--- config.mk ---
export PLATFORM = sky130hd
export DESIGN_NAME = greedy_iou_box_matcher_unit
export DESIGN_NICKNAME = d
export VERILOG_FILES = /design/src/hw/rtl/gbm_pkg.sv /design/src/hw/rtl/gbm_front.sv /design/src/hw/rtl/gbm_back.sv /design/src/hw/rtl/greedy_iou_box_matcher_unit.sv
export VERILOG_INCLUDE_DIRS = /design/src /design/src/hw/rtl
export SDC_FILE = /design/constraint.sdc
export NUM_CORES = 2
export LEC_CHECK = 0
export BUFFER_PORTS_ARGS = -buffer_cell sky130_fd_sc_hd__buf_2
export CORE_ASPECT_RATIO = 0.6
export CORE_UTILIZATION = 41
export CTS_BUF_LIST = sky130_fd_sc_hd__clkbuf_8
export DETAILED_ROUTE_END_ITERATION = 16
export GPL_TIMING_DRIVEN = 1
export PLACE_DENSITY = 0.66
export REMOVE_ABC_BUFFERS = 1
export SETUP_SLACK_MARGIN = 0.1
export SYNTH_ARGS = -nofsm -noshare
export SYNTH_HDL_FRONTEND = slang
export SYNTH_SLANG_ARGS = --single-unit
--- constraint.sdc ---
create_clock -name i_clk -period 8 [get_ports i_clk]
set_input_delay 1.2 -clock i_clk [delete_from_list [all_inputs] [get_ports i_clk]]
set_output_delay 1.2 -clock i_clk [all_outputs]
set_load 0.01 [all_outputs]
--- src/hw/rtl/greedy_iou_box_matcher_unit_defines.svh ---
// Assertion helpers used by the matcher back end.
`ifndef GREEDY_IOU_BOX_MATCHER_UNIT_DEFINES_SVH
`define GREEDY_IOU_BOX_MATCHER_UNIT_DEFINES_SVH

// Condition holds in the same cycle as the trigger.
`define GBM_ASSERT_IMP(lbl, trig, cond) \
    lbl: assert property (@(posedge i_clk) disable iff (!i_rst_n) (trig) |-> (cond)) \
        else $error("matcher assertion failed");

// Condition holds in the cycle after the trigger.
`define GBM_ASSERT_NXT(lbl, trig, cond) \
    lbl: assert property (@(posedge i_clk) disable iff (!i_rst_n) (trig) |=> (cond)) \
        else $error("matcher assertion failed");

`endif

--- src/hw/rtl/gbm_pkg.sv ---
`default_nettype none

package gbm_pkg;

    localparam int OP_BITS     = 2;
    localparam int STATUS_BITS = 2;
    localparam int IDX_BITS    = 4;
    localparam int IN_COORD_BITS = 12;

    // Operation codes of an input item.
    localparam logic [OP_BITS-1:0] OP_LOAD_DET = 2'd0;
    localparam logic [OP_BITS-1:0] OP_LOAD_TRK = 2'd1;
    localparam logic [OP_BITS-1:0] OP_MATCH    = 2'd2;
    localparam logic [OP_BITS-1:0] OP_NONE     = 2'd3;

    // Status codes of a result item.
    localparam logic [STATUS_BITS-1:0] ST_PAIRED  = 2'd0;
    localparam logic [STATUS_BITS-1:0] ST_TRK_UNP = 2'd1;
    localparam logic [STATUS_BITS-1:0] ST_DET_UNP = 2'd2;

    // Head of the command queue as seen by the back end.
    typedef struct packed {
        logic               valid;
        logic [OP_BITS-1:0] op;
    } t_head;

endpackage

`default_nettype wire

--- src/hw/rtl/gbm_front.sv ---
`default_nettype none

module gbm_front #(
    parameter int BOXW = 48
) (
    input  wire logic                        i_clk,
    input  wire logic                        i_rst_n,
    input  wire logic                        i_start,
    output logic                             o_busy,
    input  wire logic [gbm_pkg::OP_BITS-1:0] i_op,
    input  wire logic [BOXW-1:0]             i_box,
    input  wire logic                        i_pop,
    output gbm_pkg::t_head                   o_head,
    output logic [BOXW-1:0]                  o_box
);

    logic [gbm_pkg::OP_BITS-1:0] r_qop [0:1];
    logic [BOXW-1:0]             r_qbox [0:1];
    logic                        r_wp;
    logic                        r_rp;
    logic [1:0]                  r_cnt;
    logic                        push;
    logic                        pop;

    // Unused op codes are accepted and dropped here.
    assign o_busy = (r_cnt == 2'd2);
    assign push   = i_start && !o_busy && (i_op != gbm_pkg::OP_NONE);
    assign pop    = i_pop && (r_cnt != 2'd0);

    assign o_head.valid = (r_cnt != 2'd0);
    assign o_head.op    = r_qop[r_rp];
    assign o_box        = r_qbox[r_rp];

    // Two-entry queue between the accept side and the executing side.
    always_ff @(posedge i_clk) begin
        if (!i_rst_n) begin
            r_wp  <= 1'b0;
            r_rp  <= 1'b0;
            r_cnt <= 2'd0;
        end else begin
            if (push) begin
                r_qop[r_wp]  <= i_op;
                r_qbox[r_wp] <= i_box;
                r_wp         <= ~r_wp;
            end
            if (pop) begin
                r_rp <= ~r_rp;
            end
            if (push && !pop) begin
                r_cnt <= r_cnt + 2'd1;
            end else if (pop && !push) begin
                r_cnt <= r_cnt - 2'd1;
            end
        end
    end

endmodule

`default_nettype wire

--- src/hw/rtl/gbm_back.sv ---
`default_nettype none
`include "greedy_iou_box_matcher_unit_defines.svh"

module gbm_back #(
    parameter int MAX_D = 16,
    parameter int MAX_T = 16,
    parameter int CB    = 12
) (
    input  wire logic                            i_clk,
    input  wire logic                            i_rst_n,
    input  wire gbm_pkg::t_head                  i_head,
    input  wire logic [4*CB-1:0]                 i_box,
    output logic                                 o_pop,
    output logic                                 o_valid,
    output logic [gbm_pkg::STATUS_BITS-1:0]      o_status,
    output logic [gbm_pkg::IDX_BITS-1:0]         o_track_index,
    output logic [gbm_pkg::IDX_BITS-1:0]         o_detection_index,
    output logic                                 o_last
);

    localparam int DIW = (MAX_D > 1) ? $clog2(MAX_D) : 1;
    localparam int TIW = (MAX_T > 1) ? $clog2(MAX_T) : 1;
    localparam int DCW = $clog2(MAX_D + 1);
    localparam int TCW = $clog2(MAX_T + 1);
    localparam int AW  = 2 * CB;
    localparam int UW  = AW + 1;
    localparam int H   = (UW + 1) / 2;
    localparam int PW  = AW + UW;
    localparam int IW  = gbm_pkg::IDX_BITS;
    localparam int SW  = gbm_pkg::STATUS_BITS;

    typedef enum logic [10:0] {
        S_IDLE   = 11'b000_0000_0001,
        S_ISSUE  = 11'b000_0000_0010,
        S_SPAN   = 11'b000_0000_0100,
        S_AREA   = 11'b000_0000_1000,
        S_UNION  = 11'b000_0001_0000,
        S_MUL    = 11'b000_0010_0000,
        S_CMP    = 11'b000_0100_0000,
        S_PASS   = 11'b000_1000_0000,
        S_UNP_T  = 11'b001_0000_0000,
        S_UNP_D  = 11'b010_0000_0000,
        S_FINISH = 11'b100_0000_0000
    } t_state;

    function automatic logic [CB-1:0] span(input logic [CB-1:0] lo, input logic [CB-1:0] hi);
        return (hi >= lo) ? (hi - lo) : '0;
    endfunction

    t_state          r_st;
    logic [4*CB-1:0] r_dmem [0:MAX_D-1];
    logic [4*CB-1:0] r_tmem [0:MAX_T-1];
    logic [4*CB-1:0] r_drd;
    logic [4*CB-1:0] r_trd;
    logic [DCW-1:0]  r_dcnt;
    logic [TCW-1:0]  r_tcnt;
    logic [MAX_D-1:0] r_dtk;
    logic [MAX_T-1:0] r_ttk;
    logic [DCW-1:0]  r_d;
    logic [TCW-1:0]  r_t;
    logic [DCW-1:0]  r_bd;
    logic [TCW-1:0]  r_bt;
    logic            r_found;
    logic [AW-1:0]   r_bi;
    logic [UW-1:0]   r_bu;
    logic [CB-1:0]   r_wa, r_ha, r_wc, r_hc, r_wi, r_hi;
    logic [AW-1:0]   r_sa, r_sc, r_si;
    logic [AW-1:0]   r_in;
    logic [UW-1:0]   r_un;
    logic [1:0]      r_k;
    logic [PW-1:0]   r_p1, r_p2;
    logic            r_pv;
    logic [SW-1:0]   r_pst;
    logic [IW-1:0]   r_pti, r_pdi;
    logic            r_ov;
    logic [SW-1:0]   r_ost;
    logic [IW-1:0]   r_oti, r_odi;
    logic            r_olast;

    logic [CB-1:0]   dl, dt, dr, db, tl, tt, tr, tb;
    logic            t_wrap;
    logic [UW-1:0]   m_a;
    logic [H-1:0]    m_b;
    logic [UW+H-1:0] m_p;
    logic            prod_en;
    logic [SW-1:0]   prod_st;
    logic [IW-1:0]   prod_ti, prod_di;

    assign o_pop = i_head.valid && (r_st == S_IDLE);

    assign {dl, dt, dr, db} = r_drd;
    assign {tl, tt, tr, tb} = r_trd;

    // The next track index runs off the end of the loaded tracks.
    assign t_wrap = ({1'b0, r_t} + (TCW+1)'(1)) >= {1'b0, r_tcnt};

    // Shared multiplier: the two cross products are built from half-width parts.
    always_comb begin
        unique case (r_k)
            2'd0: begin
                m_a = UW'(r_in);
                m_b = r_bu[H-1:0];
            end
            2'd1: begin
                m_a = UW'(r_in);
                m_b = H'(r_bu[UW-1:H]);
            end
            2'd2: begin
                m_a = UW'(r_bi);
                m_b = r_un[H-1:0];
            end
            default: begin
                m_a = UW'(r_bi);
                m_b = H'(r_un[UW-1:H]);
            end
        endcase
        m_p = (UW+H)'(m_a) * (UW+H)'(m_b);
    end

    // Result items produced by the sequencer in emission order.
    always_comb begin
        prod_en = 1'b0;
        prod_st = gbm_pkg::ST_PAIRED;
        prod_ti = '0;
        prod_di = '0;
        unique case (r_st)
            S_PASS: begin
                prod_en = r_found;
                prod_ti = IW'(r_bt);
                prod_di = IW'(r_bd);
            end
            S_UNP_T: begin
                prod_en = (r_t < r_tcnt) && !r_ttk[r_t[TIW-1:0]];
                prod_st = gbm_pkg::ST_TRK_UNP;
                prod_ti = IW'(r_t);
            end
            S_UNP_D: begin
                prod_en = (r_d < r_dcnt) && !r_dtk[r_d[DIW-1:0]];
                prod_st = gbm_pkg::ST_DET_UNP;
                prod_di = IW'(r_d);
            end
            default: begin
                prod_en = 1'b0;
            end
        endcase
    end

    // Box stores with registered reads.
    always_ff @(posedge i_clk) begin
        if (o_pop && i_head.op == gbm_pkg::OP_LOAD_DET && r_dcnt < DCW'(MAX_D)) begin
            r_dmem[r_dcnt[DIW-1:0]] <= i_box;
        end
        if (o_pop && i_head.op == gbm_pkg::OP_LOAD_TRK && r_tcnt < TCW'(MAX_T)) begin
            r_tmem[r_tcnt[TIW-1:0]] <= i_box;
        end
        r_drd <= r_dmem[r_d[DIW-1:0]];
        r_trd <= r_tmem[r_t[TIW-1:0]];
    end

    // Datapath of one pair evaluation.
    always_ff @(posedge i_clk) begin
        r_wa <= span(dl, dr);
        r_ha <= span(dt, db);
        r_wc <= span(tl, tr);
        r_hc <= span(tt, tb);
        r_wi <= span((dl > tl) ? dl : tl, (dr < tr) ? dr : tr);
        r_hi <= span((dt > tt) ? dt : tt, (db < tb) ? db : tb);
        r_sa <= AW'(r_wa) * AW'(r_ha);
        r_sc <= AW'(r_wc) * AW'(r_hc);
        r_si <= AW'(r_wi) * AW'(r_hi);
        if (r_st == S_UNION) begin
            r_in <= r_si;
            r_un <= {1'b0, r_sa} + {1'b0, r_sc} - {1'b0, r_si};
        end
        if (r_st == S_MUL) begin
            unique case (r_k)
                2'd0:    r_p1 <= PW'(m_p);
                2'd1:    r_p1 <= r_p1 + (PW'(m_p) << H);
                2'd2:    r_p2 <= PW'(m_p);
                default: r_p2 <= r_p2 + (PW'(m_p) << H);
            endcase
        end
    end

    // Sequencer: loads, greedy passes, unpaired sweeps, then wrap-up.
    always_ff @(posedge i_clk) begin
        if (!i_rst_n) begin
            r_st    <= S_IDLE;
            r_dcnt  <= '0;
            r_tcnt  <= '0;
            r_dtk   <= '0;
            r_ttk   <= '0;
            r_pv    <= 1'b0;
            r_ov    <= 1'b0;
            r_found <= 1'b0;
            r_k     <= '0;
            r_d     <= '0;
            r_t     <= '0;
        end else begin
            r_ov <= 1'b0;
            unique case (r_st)
                S_IDLE: begin
                    if (o_pop) begin
                        priority if (i_head.op == gbm_pkg::OP_LOAD_DET) begin
                            if (r_dcnt < DCW'(MAX_D)) r_dcnt <= r_dcnt + DCW'(1);
                        end else if (i_head.op == gbm_pkg::OP_LOAD_TRK) begin
                            if (r_tcnt < TCW'(MAX_T)) r_tcnt <= r_tcnt + TCW'(1);
                        end else begin
                            r_d     <= '0;
                            r_t     <= '0;
                            r_found <= 1'b0;
                            r_bi    <= '0;
                            r_bu    <= UW'(1);
                            r_st    <= S_ISSUE;
                        end
                    end
                end
                S_ISSUE: begin
                    priority if (r_d >= r_dcnt) begin
                        r_st <= S_PASS;
                    end else if (r_dtk[r_d[DIW-1:0]] || r_t >= r_tcnt) begin
                        r_d <= r_d + DCW'(1);
                        r_t <= '0;
                    end else if (r_ttk[r_t[TIW-1:0]]) begin
                        if (t_wrap) begin
                            r_d <= r_d + DCW'(1);
                            r_t <= '0;
                        end else begin
                            r_t <= r_t + TCW'(1);
                        end
                    end else begin
                        r_st <= S_SPAN;
                    end
                end
                S_SPAN: begin
                    r_st <= S_AREA;
                end
                S_AREA: begin
                    r_st <= S_UNION;
                end
                S_UNION: begin
                    // A pair with no intersection is never picked.
                    if (r_si == '0) begin
                        if (t_wrap) begin
                            r_d <= r_d + DCW'(1);
                            r_t <= '0;
                        end else begin
                            r_t <= r_t + TCW'(1);
                        end
                        r_st <= S_ISSUE;
                    end else begin
                        r_k  <= '0;
                        r_st <= S_MUL;
                    end
                end
                S_MUL: begin
                    r_k <= r_k + 2'd1;
                    if (r_k == 2'd3) r_st <= S_CMP;
                end
                S_CMP: begin
                    // Strictly greater keeps the earliest pair on ties.
                    if (r_p1 > r_p2) begin
                        r_bi    <= r_in;
                        r_bu    <= r_un;
                        r_bd    <= r_d;
                        r_bt    <= r_t;
                        r_found <= 1'b1;
                    end
                    if (t_wrap) begin
                        r_d <= r_d + DCW'(1);
                        r_t <= '0;
                    end else begin
                        r_t <= r_t + TCW'(1);
                    end
                    r_st <= S_ISSUE;
                end
                S_PASS: begin
                    r_d <= '0;
                    r_t <= '0;
                    if (r_found) begin
                        r_dtk[r_bd[DIW-1:0]] <= 1'b1;
                        r_ttk[r_bt[TIW-1:0]] <= 1'b1;
                        r_found <= 1'b0;
                        r_bi    <= '0;
                        r_bu    <= UW'(1);
                        r_st    <= S_ISSUE;
                    end else begin
                        r_st <= S_UNP_T;
                    end
                end
                S_UNP_T: begin
                    if (r_t >= r_tcnt) begin
                        r_st <= S_UNP_D;
                    end else begin
                        r_t <= r_t + TCW'(1);
                    end
                end
                S_UNP_D: begin
                    if (r_d >= r_dcnt) begin
                        r_st <= S_FINISH;
                    end else begin
                        r_d <= r_d + DCW'(1);
                    end
                end
                S_FINISH: begin
                    r_dcnt <= '0;
                    r_tcnt <= '0;
                    r_dtk  <= '0;
                    r_ttk  <= '0;
                    r_pv   <= 1'b0;
                    r_st   <= S_IDLE;
                end
                default: begin
                    r_st <= S_IDLE;
                end
            endcase

            // One result is held back so the final one can carry the last flag.
            if (prod_en) begin
                r_pv  <= 1'b1;
                r_pst <= prod_st;
                r_pti <= prod_ti;
                r_pdi <= prod_di;
            end
            if ((prod_en || r_st == S_FINISH) && r_pv) begin
                r_ov    <= 1'b1;
                r_ost   <= r_pst;
                r_oti   <= r_pti;
                r_odi   <= r_pdi;
                r_olast <= (r_st == S_FINISH);
            end
        end
    end

    assign o_valid           = r_ov;
    assign o_status          = r_ost;
    assign o_track_index     = r_oti;
    assign o_detection_index = r_odi;
    assign o_last            = r_olast;

    `GBM_ASSERT_IMP(a_taken_balanced, 1'b1, $countones(r_dtk) == $countones(r_ttk))
    `GBM_ASSERT_IMP(a_last_clears, r_ov && r_olast, r_dcnt == '0 && r_tcnt == '0)
    `GBM_ASSERT_IMP(a_mul_overlap, r_st == S_MUL, r_in != '0)
    `GBM_ASSERT_NXT(a_pass_restart, r_st == S_PASS && r_found, r_st == S_ISSUE && !r_found)

endmodule

`default_nettype wire

--- src/hw/rtl/greedy_iou_box_matcher_unit.sv ---
// Load items are taken one per cycle while busy is low and are stored when the idle back end pops them from the queue.
// A match scans every untaken pair once per greedy pass; a pair without overlap skips the multiply,
// and an overlapping pair goes through the shared multiplier (4 steps).
// Results leave one per strobe as each pass ends and during the sweeps; the receiver cannot stall.
// Synchronous active-low reset clears counts, taken masks and the queue; stores keep data.
`default_nettype none

module greedy_iou_box_matcher_unit #(
    parameter int MAX_DETECTIONS = 16,
    parameter int MAX_TRACKS     = 16,
    parameter int COORD_BITS     = 12
) (
    input  wire logic                                i_clk,
    input  wire logic                                i_rst_n,
    input  wire logic                                start,
    output logic                                     busy,
    input  wire logic [gbm_pkg::OP_BITS-1:0]         i_op,
    input  wire logic [gbm_pkg::IN_COORD_BITS-1:0]   i_left,
    input  wire logic [gbm_pkg::IN_COORD_BITS-1:0]   i_top,
    input  wire logic [gbm_pkg::IN_COORD_BITS-1:0]   i_right,
    input  wire logic [gbm_pkg::IN_COORD_BITS-1:0]   i_bottom,
    output logic                                     o_valid,
    output logic [gbm_pkg::STATUS_BITS-1:0]          o_status,
    output logic [gbm_pkg::IDX_BITS-1:0]             o_track_index,
    output logic [gbm_pkg::IDX_BITS-1:0]             o_detection_index,
    output logic                                     o_last
);

    localparam int CB = COORD_BITS;

    logic [4*CB-1:0] box_in;
    logic [4*CB-1:0] box_q;
    gbm_pkg::t_head  head;
    logic            pop;

    // Coordinates are fitted to the internal width.
    assign box_in = {CB'(i_left), CB'(i_top), CB'(i_right), CB'(i_bottom)};

    gbm_front #(
        .BOXW (4 * CB)
    ) u_front (
        .i_clk   (i_clk),
        .i_rst_n (i_rst_n),
        .i_start (start),
        .o_busy  (busy),
        .i_op    (i_op),
        .i_box   (box_in),
        .i_pop   (pop),
        .o_head  (head),
        .o_box   (box_q)
    );

    gbm_back #(
        .MAX_D (MAX_DETECTIONS),
        .MAX_T (MAX_TRACKS),
        .CB    (CB)
    ) u_back (
        .i_clk             (i_clk),
        .i_rst_n           (i_rst_n),
        .i_head            (head),
        .i_box             (box_q),
        .o_pop             (pop),
        .o_valid           (o_valid),
        .o_status          (o_status),
        .o_track_index     (o_track_index),
        .o_detection_index (o_detection_index),
        .o_last            (o_last)
    );

endmodule

`default_nettype wire
Word-level counts from Yosys, hierarchy flattened. Memories as Yosys holds them, arrays and structs flattened. A register that Yosys moved wholly into a read port is not among the register bits. Index checks and enable logic that the tools add are counted. W data, S select, Z words.

Bits in registers: 441. Bits in writable memories: 1636. Input port bits: 53. Output and inout port bits: 13. Logic and storage cells: 277. Memories kept: 4.

Add/sub/neg operators: 18. Multiply operators: 4. Order comparisons: 24. Equality and inequality tests: 37. Multiplexer cells: 97. Bitwise operators: 5. Reductions and logical operators: 50.

Memory list: u_back.r_dmem (depth 16, bits a word 48, rd ports 1, clocked after memory_dff 1, wr ports 1, RTL line gbm_back.sv:51) `logic [4*CB-1:0] r_dmem [0:MAX_D-1];`; u_back.r_tmem (depth 16, bits a word 48, rd ports 1, clocked after memory_dff 1, wr ports 1, RTL line gbm_back.sv:52) `logic [4*CB-1:0] r_tmem [0:MAX_T-1];`; u_front.r_qbox (depth 2, bits a word 48, rd ports 1, clocked after memory_dff 1, wr ports 1, RTL line gbm_front.sv:18) `logic [BOXW-1:0] r_qbox [0:1];`; u_front.r_qop (depth 2, bits a word 2, rd ports 1, clocked after memory_dff 1, wr ports 1, RTL line gbm_front.sv:17) `logic [gbm_pkg::OP_BITS-1:0] r_qop [0:1];`.

Operators by type and width (number): $pmux W49 S2 (2); $mux W24 (6); $mux W25 (5); $mux W5 (22); $pmux W11 S10 (1); $mux W11 (9); $add A49 B49 Y49 (2); $pmux W25 S3 (1); $ge A12 B12 Y1 (6); $mul A12 B12 Y24 (3); $pmux W24 S3 (1); $sub A12 B12 Y12 (6); $pmux W16 S2 (2); $pmux W5 S6 (2); $gt A49 B49 Y1 (1); $mux W12 (4); $pmux W13 S3 (1); $mul A24 B13 Y37 (1); $mux W16 (2); $or A16 B16 Y16 (2); $ne A2 B2 Y1 const B (13); $add A24 B24 Y25 (1); $sub A25 B24 Y25 (1); $gt A12 B12 Y1 (2); 54 further kinds (139).

Depth between registers and ports, before layout.
Depth in word-level cells: 8. Depth in mapped cells: 42. Gate-level depth less buffers: 39.

By module. From an unflattened synthesis, not the netlist that was laid out.

Cells, all modules: 7924. Area, all modules: 113086.0 sq um.

By module, submodules not included: gbm_back (instances 1, cells an instance 7742, area each 109257.3 sq um, seq. area each 59046.6 sq um); gbm_front (instances 1, cells an instance 182, area each 3828.7 sq um, seq. area each 3103.0 sq um).

Least setup slack after synthesis. No wires, ideal clock.

Path type: reg2reg. Start point: register u_back.r_k[0]. End point: register u_back.r_p1[48], data pin. Setup time: 0.255 ns. Arrival time: 8.582 ns. Required time: 7.745 ns. Setup slack: -0.837 ns. Cell stages (with the launch flop): 38. Path buffers: 2. Period minus slack after synthesis: 8.837 ns. Path through: dfxtp_1 inv_1 ha_1 clkbuf_1 nor2_1 clkbuf_1 mux2i_1 nor2_1 fa_1 inv_1 fa_1 inv_1 fa_1 fa_1 inv_1 fa_1 inv_1 ha_1 (+2 left out) nand2b_1 o211ai_1 a21oi_1 a21oi_1 o21ai_1 a31o_2 a21oi_1 xor2_1 inv_1 ha_1 a21o_1 a21o_1 a21oi_1 nor3b_1 a21oi_1 xor2_1 xnor3_1 and2_1.

Longest elaborated chain between the ends: 6. Elaborated cells on any way between the ends: 9. Those cells by class: 1 x add/sub; 1 x mul; 2 x eq/ne; 3 x mux; 2 x reduce/logical.

Ends and longest elaborated chain: start, declared (RTL line gbm_back.sv:70) `logic [1:0] r_k;`; start signal, assigned (RTL line gbm_back.sv:257) `r_k <= r_k + 2'd1;`; $eq A2 B1 Y1 or $logic_not A2 Y1 (tied branches) (RTL line gbm_back.sv:99, gbm_back.sv:176); $reduce_or A2 Y1 (no line); $mux W24 (RTL line gbm_back.sv:99) `unique case (r_k)`; $mul A24 B13 Y37 (RTL line gbm_back.sv:117) `m_p = (UW+H)'(m_a) * (UW+H)'(m_b);`; $add A49 B49 Y49 (RTL line gbm_back.sv:178) `2'd1: r_p1 <= r_p1 + (PW'(m_p) << H);`; $pmux W49 S2 * (RTL line gbm_back.sv:176) `unique case (r_k)`; end signal, assigned (RTL line gbm_back.sv:177) `2'd0: r_p1 <= PW'(m_p);`; end signal, assigned (RTL line gbm_back.sv:178); end, declared (RTL line gbm_back.sv:71) `logic [PW-1:0] r_p1, r_p2;`.

Mark *: on every way between the ends. The rest lies on a longest branch, timed or not. A chain may end at the register's enable or synchronous reset.

Worst setup path in the final report.
Start point: register u_back.r_k[0]. End point: register u_back.r_p2[48], data pin.

Longest elaborated chain between the ends: 6. Elaborated cells on any way between the ends: 9. Those cells by class: 1 x add/sub; 1 x mul; 2 x eq/ne; 3 x mux; 2 x reduce/logical.

Ends and longest elaborated chain: $eq A2 B1 Y1 or $logic_not A2 Y1 (tied branches) (RTL line gbm_back.sv:99, gbm_back.sv:176); $reduce_or A2 Y1 (no line); $mux W24 (RTL line gbm_back.sv:99); $mul A24 B13 Y37 (RTL line gbm_back.sv:117); $add A49 B49 Y49 (RTL line gbm_back.sv:180) `default: r_p2 <= r_p2 + (PW'(m_p) << H);`; $pmux W49 S2 * (RTL line gbm_back.sv:176); end signal, assigned (RTL line gbm_back.sv:179) `2'd2: r_p2 <= PW'(m_p);`; end signal, assigned (RTL line gbm_back.sv:180); end, declared (RTL line gbm_back.sv:71).

Marks and branches as above.

==> impl_results.md <==
* H-tree depth at 5
* Number of fill cells in the layout at 23208
* Maximum capacitance violations at 0
* Final worst setup slack at -0.294 ns
* Syn Area/Cell at 14.2 sq um
* Vias in the first global route at 69807
* Detailed-routing iteration count for the pre-antenna-repair pass at 8
* Final-report setup violation count at 18
* Share of the clock period used by the worst path after layout at 104%
* Kind of end point of the critical path: flop
* Vias after detailed routing at 69456
* Post-CTS clock slew at the launch and capture registers of the worst setup and hold paths at 0.07 ns
* Setup TNS after final layout at -2.31 ns
* Delay of the slowest cell on the worst path at 0.52 ns
* Clock sink count at 2174
* Cell count after synthesis at 7952
* Root cell of the clock tree: sky130_fd_sc_hd__clkbuf_8
* Violations in the final reports: setup timing
* RSZ-0062 raised after global routing: yes
* Largest area contributor in the netlist: sky130_fd_sc_hd__edfxtp_1
* Number of warning messages in the yosys log at 0
* Wire length per cell at 24.3 um
* Hold/Removal Path Class: in2reg
* Final routed wirelength across all metal layers at 307 mm
* Worst-path maximum fanout at 6
* Total global routing overflow at 0
* Buffers on Ports at 65
* Detail Placement HPWL at 205 mm
* Most used flip-flop cell after synthesis: sky130_fd_sc_hd__edfxtp_1
* Startpoint of the tightest hold check path: i_bottom[1]
* Drt initial violations at 7605
* Post-synthesis instance area at 113000 sq um
* Sequential cell area fraction in the yosys report at 54.9%
* Number of storage elements in the synthesis netlist at 2174
* Final net count at 9888
* Maximum number of pins on one net before global-route repair at 98
* Max Clk Rate at 121 MHz
* Launch point of the worst reg-to-reg path: u_back.r_k[0]
* Max Slew Vio Count at 0
* Core Area at 273000 sq um
* Status: finished with violations
* Final weighted congestion of routability-driven global placement at 0.956
* Post-route core utilization at 48.0%
* CTS tree: yes
* Library cell contributing the largest single delay on the critical path: sky130_fd_sc_hd__fa_1
* Critical Path Start: u_back.r_k[0]
* Fraction of synthesis flops using an asynchronous set or reset pin at 0%
* Area of placed instances at 121000 sq um
* Most numerous cell on the critical path: sky130_fd_sc_hd__fa_1
* Area taken by multi-input logic gates at 48600 sq um
* Final instance area at 131000 sq um
* Type of the worst setup path: reg2reg
* Skew final at 0.0821 ns
* Clock latency of the later-clocked register in the worst-skew pair at 1.00 ns
* Number of rows created at floorplan at 148
* Fin crit period at 8.29 ns
* Pre-CTS setup slack at -0.933 ns
* Number of top-level pins at 66
* Residual DRC count at 0
* Antenna violation net count after detailed routing at 0
* Top post-synthesis cells by area: sky130_fd_sc_hd__edfxtp_1 (49%), sky130_fd_sc_hd__fa_1 (10%), sky130_fd_sc_hd__mux4_2 (9.7%)
* Initial standard-cell utilization of the core at 41.5%
* Width of the die at 680 um
* Number of buffers added to fix hold violations after cts at 0
* Post-synthesis to final-layout area growth at 15.6%
* Synth top area share at 49.4%
* Antenna violations before repair at 18
* Avg Vias per Cell at 5.50
* GRT Overall Usage at 22.0%
* Arrival time of data at the critical path endpoint at 9.11 ns
* Final hold vios at 0
* Required arrival time at the worst endpoint at 8.82 ns
* Headroom to the max-slew limit at 15.1%
* First-pass GRT wire length at 458 mm
* Transition time of the tightest slew-check pin at 1.27 ns
* Unique cell type count in the Yosys netlist at 95
* Total Die Area at 278000 sq um
* Total area of sequential cells at 62200 sq um
* Clock buffer depth at 4
* TritonCTS buffer count at 322
* Startpoint Class: flop
* Die height at 409 um
* Fraction of final layout cells sized beyond drive strength 1 at 23.4%
* Number of enable flip-flop cells after synthesis at 1861
-- kinds of logic (layout without fill, tap and decap cells) --
| logic type | Yosys count | count (layout) | synth area share [%] |
|---|---|---|---|
| muxes | 672 | 672 | 11.5 |
| adders and majority gates | 1141 | 1141 | 16.4 |
| other | 0 | 7 | 0 |
| DFF | 2174 | 2174 | 54.9 |
| xor gates and xnor gates | 190 | 190 | 1.49 |
| AOI/OAI and AO/OA | 760 | 760 | 4.30 |
| and+or+nand+nor | 1759 | 1759 | 7.20 |
| buffers and inverters | 1256 | 2256 | 4.19 |
-- sequential cells by signal (all words and copies together), names as in the netlist, 25 cells and up, named ones only --
register / cells
u_back.r_dmem: 768
u_back.r_tmem: 768
u_front.r_qbox: 96
u_back.r_p1: 49
u_back.r_p2: 49
u_back.r_drd: 48
u_back.r_trd: 48
u_back.r_bu: 25
u_back.r_un: 25
-- metrics by stage --
step | hold slack, ns | instances
global placement | 0.410 | 11939
finish | 0.396 | 12634
floorplan | 0.400 | 7669
global route | 0.344 | 12628
detailed placement | 0.409 | 11939
CTS | 0.317 | 12592
-- repair_timing --
action | in CTS | in global routing
endpoints found under the setup margin | 35 | 39
pin swaps | 174 | 160
buffers inserted | 69 | 39
gates resized for setup | 310 | 145
cloned | 3 | 0
hold endpoints to repair | 0 | 0
-- layout by cell type (no fill, tap or decap), types with 24 or more instances in the layout --
cell and count:
sky130_fd_sc_hd__o21ai_0 116, sky130_fd_sc_hd__clkbuf_8 358, sky130_fd_sc_hd__a31oi_1 24, sky130_fd_sc_hd__dfxtp_1 302, sky130_fd_sc_hd__mux4_2 489, sky130_fd_sc_hd__fa_1 569, sky130_fd_sc_hd__nor2_1 379, sky130_fd_sc_hd__nand3_1 45
sky130_fd_sc_hd__o21ai_1 39, sky130_fd_sc_hd__mux2i_1 50, sky130_fd_sc_hd__buf_4 564, sky130_fd_sc_hd__nor2b_1 63, sky130_fd_sc_hd__a21oi_1 182, sky130_fd_sc_hd__xnor2_1 116, sky130_fd_sc_hd__buf_6 53, sky130_fd_sc_hd__nand4_1 45
sky130_fd_sc_hd__nor2_4 37, sky130_fd_sc_hd__xor2_1 51, sky130_fd_sc_hd__nand2_1 654, sky130_fd_sc_hd__clkinv_2 31, sky130_fd_sc_hd__edfxtp_1 1861, sky130_fd_sc_hd__a21oi_2 37, sky130_fd_sc_hd__nand2b_1 40, sky130_fd_sc_hd__inv_1 1046
sky130_fd_sc_hd__and2_1 238, sky130_fd_sc_hd__clkinv_1 54, sky130_fd_sc_hd__mux2_2 101, sky130_fd_sc_hd__a21boi_0 39, sky130_fd_sc_hd__inv_2 27, sky130_fd_sc_hd__nor3_1 92, sky130_fd_sc_hd__a21o_1 105, sky130_fd_sc_hd__ha_1 517
sky130_fd_sc_hd__ha_4 46, sky130_fd_sc_hd__o21a_1 29, sky130_fd_sc_hd__buf_2 65
-- per-layer routing --
layer	global-route usage, %	share of wire [%]	vias to the layer above
li1	-	-	29952
met1	35.3	47	35851
met2	29.6	40	3281
met3	5.89	12	368
met4	4.23	1.6	4
met5	0	0.0088	-
-- worst max-delay path, delay by kind of cell, from the launching register on --
family	cells	cell delay, ns
adders and majority gates	8	3.21
AOI/OAI and AO/OA	8	1.73
buffers and inverters	11	1.10
and+or+nand+nor	11	1.07
xor gates and xnor gates	2	0.45
DFF	1	0.35
muxes	1	0.19
-- worst paths after layout --
kind                                           endpoint  slack (ns)  depth (start not counted)
worst min register to register  u_back.o_track_index[0]        0.42                          0
worst min-delay path               u_front.r_qbox[1][1]        0.40                          1
worst max-delay path                    u_back.r_p2[48]       -0.29                         41
worst max register to register          u_back.r_p2[48]       -0.29                         41
-- area by class of cell --
class                      instances  share of cell area [%]
sequential                      2174                    47.5
multi-input combinational       4522                    37.1
timing repair buffer             701                    4.25
clock buffer                     358                    3.77
tap                             3675                    3.51
inverter                         973                    2.79
clock inverter                   224                    1.03
antenna                            7                  0.0134
-- Yosys cell counts (all sizes together) (6+ instances only) --
cell and number:
o21ai 174, nand2 670, mux2 118, nand3 51, ha 567, a22oi 12, a21o 105, or2 12
nor2 431, and3 27, a21boi 45, a311oi 6, o21a 29, a211oi 18, o2111ai 11, buf 59
or3 23, nor2b 65, a21oi 228, mux2i 65, and2 243, o21bai 16, mux4 489, o211ai 7
xnor2 129, nand4 45, nor3b 10, nor3 109, nor4 13, xor2 59, nand2b 43, dfxtp 313
inv 972, fa 574, o31ai 10, a31o 6, a22o 9, clkbuf 224, a31oi 28, edfxtp 1861
Power is not shown: default switching activity piles up to over one toggle a cycle in this logic, so the estimate is an artifact.
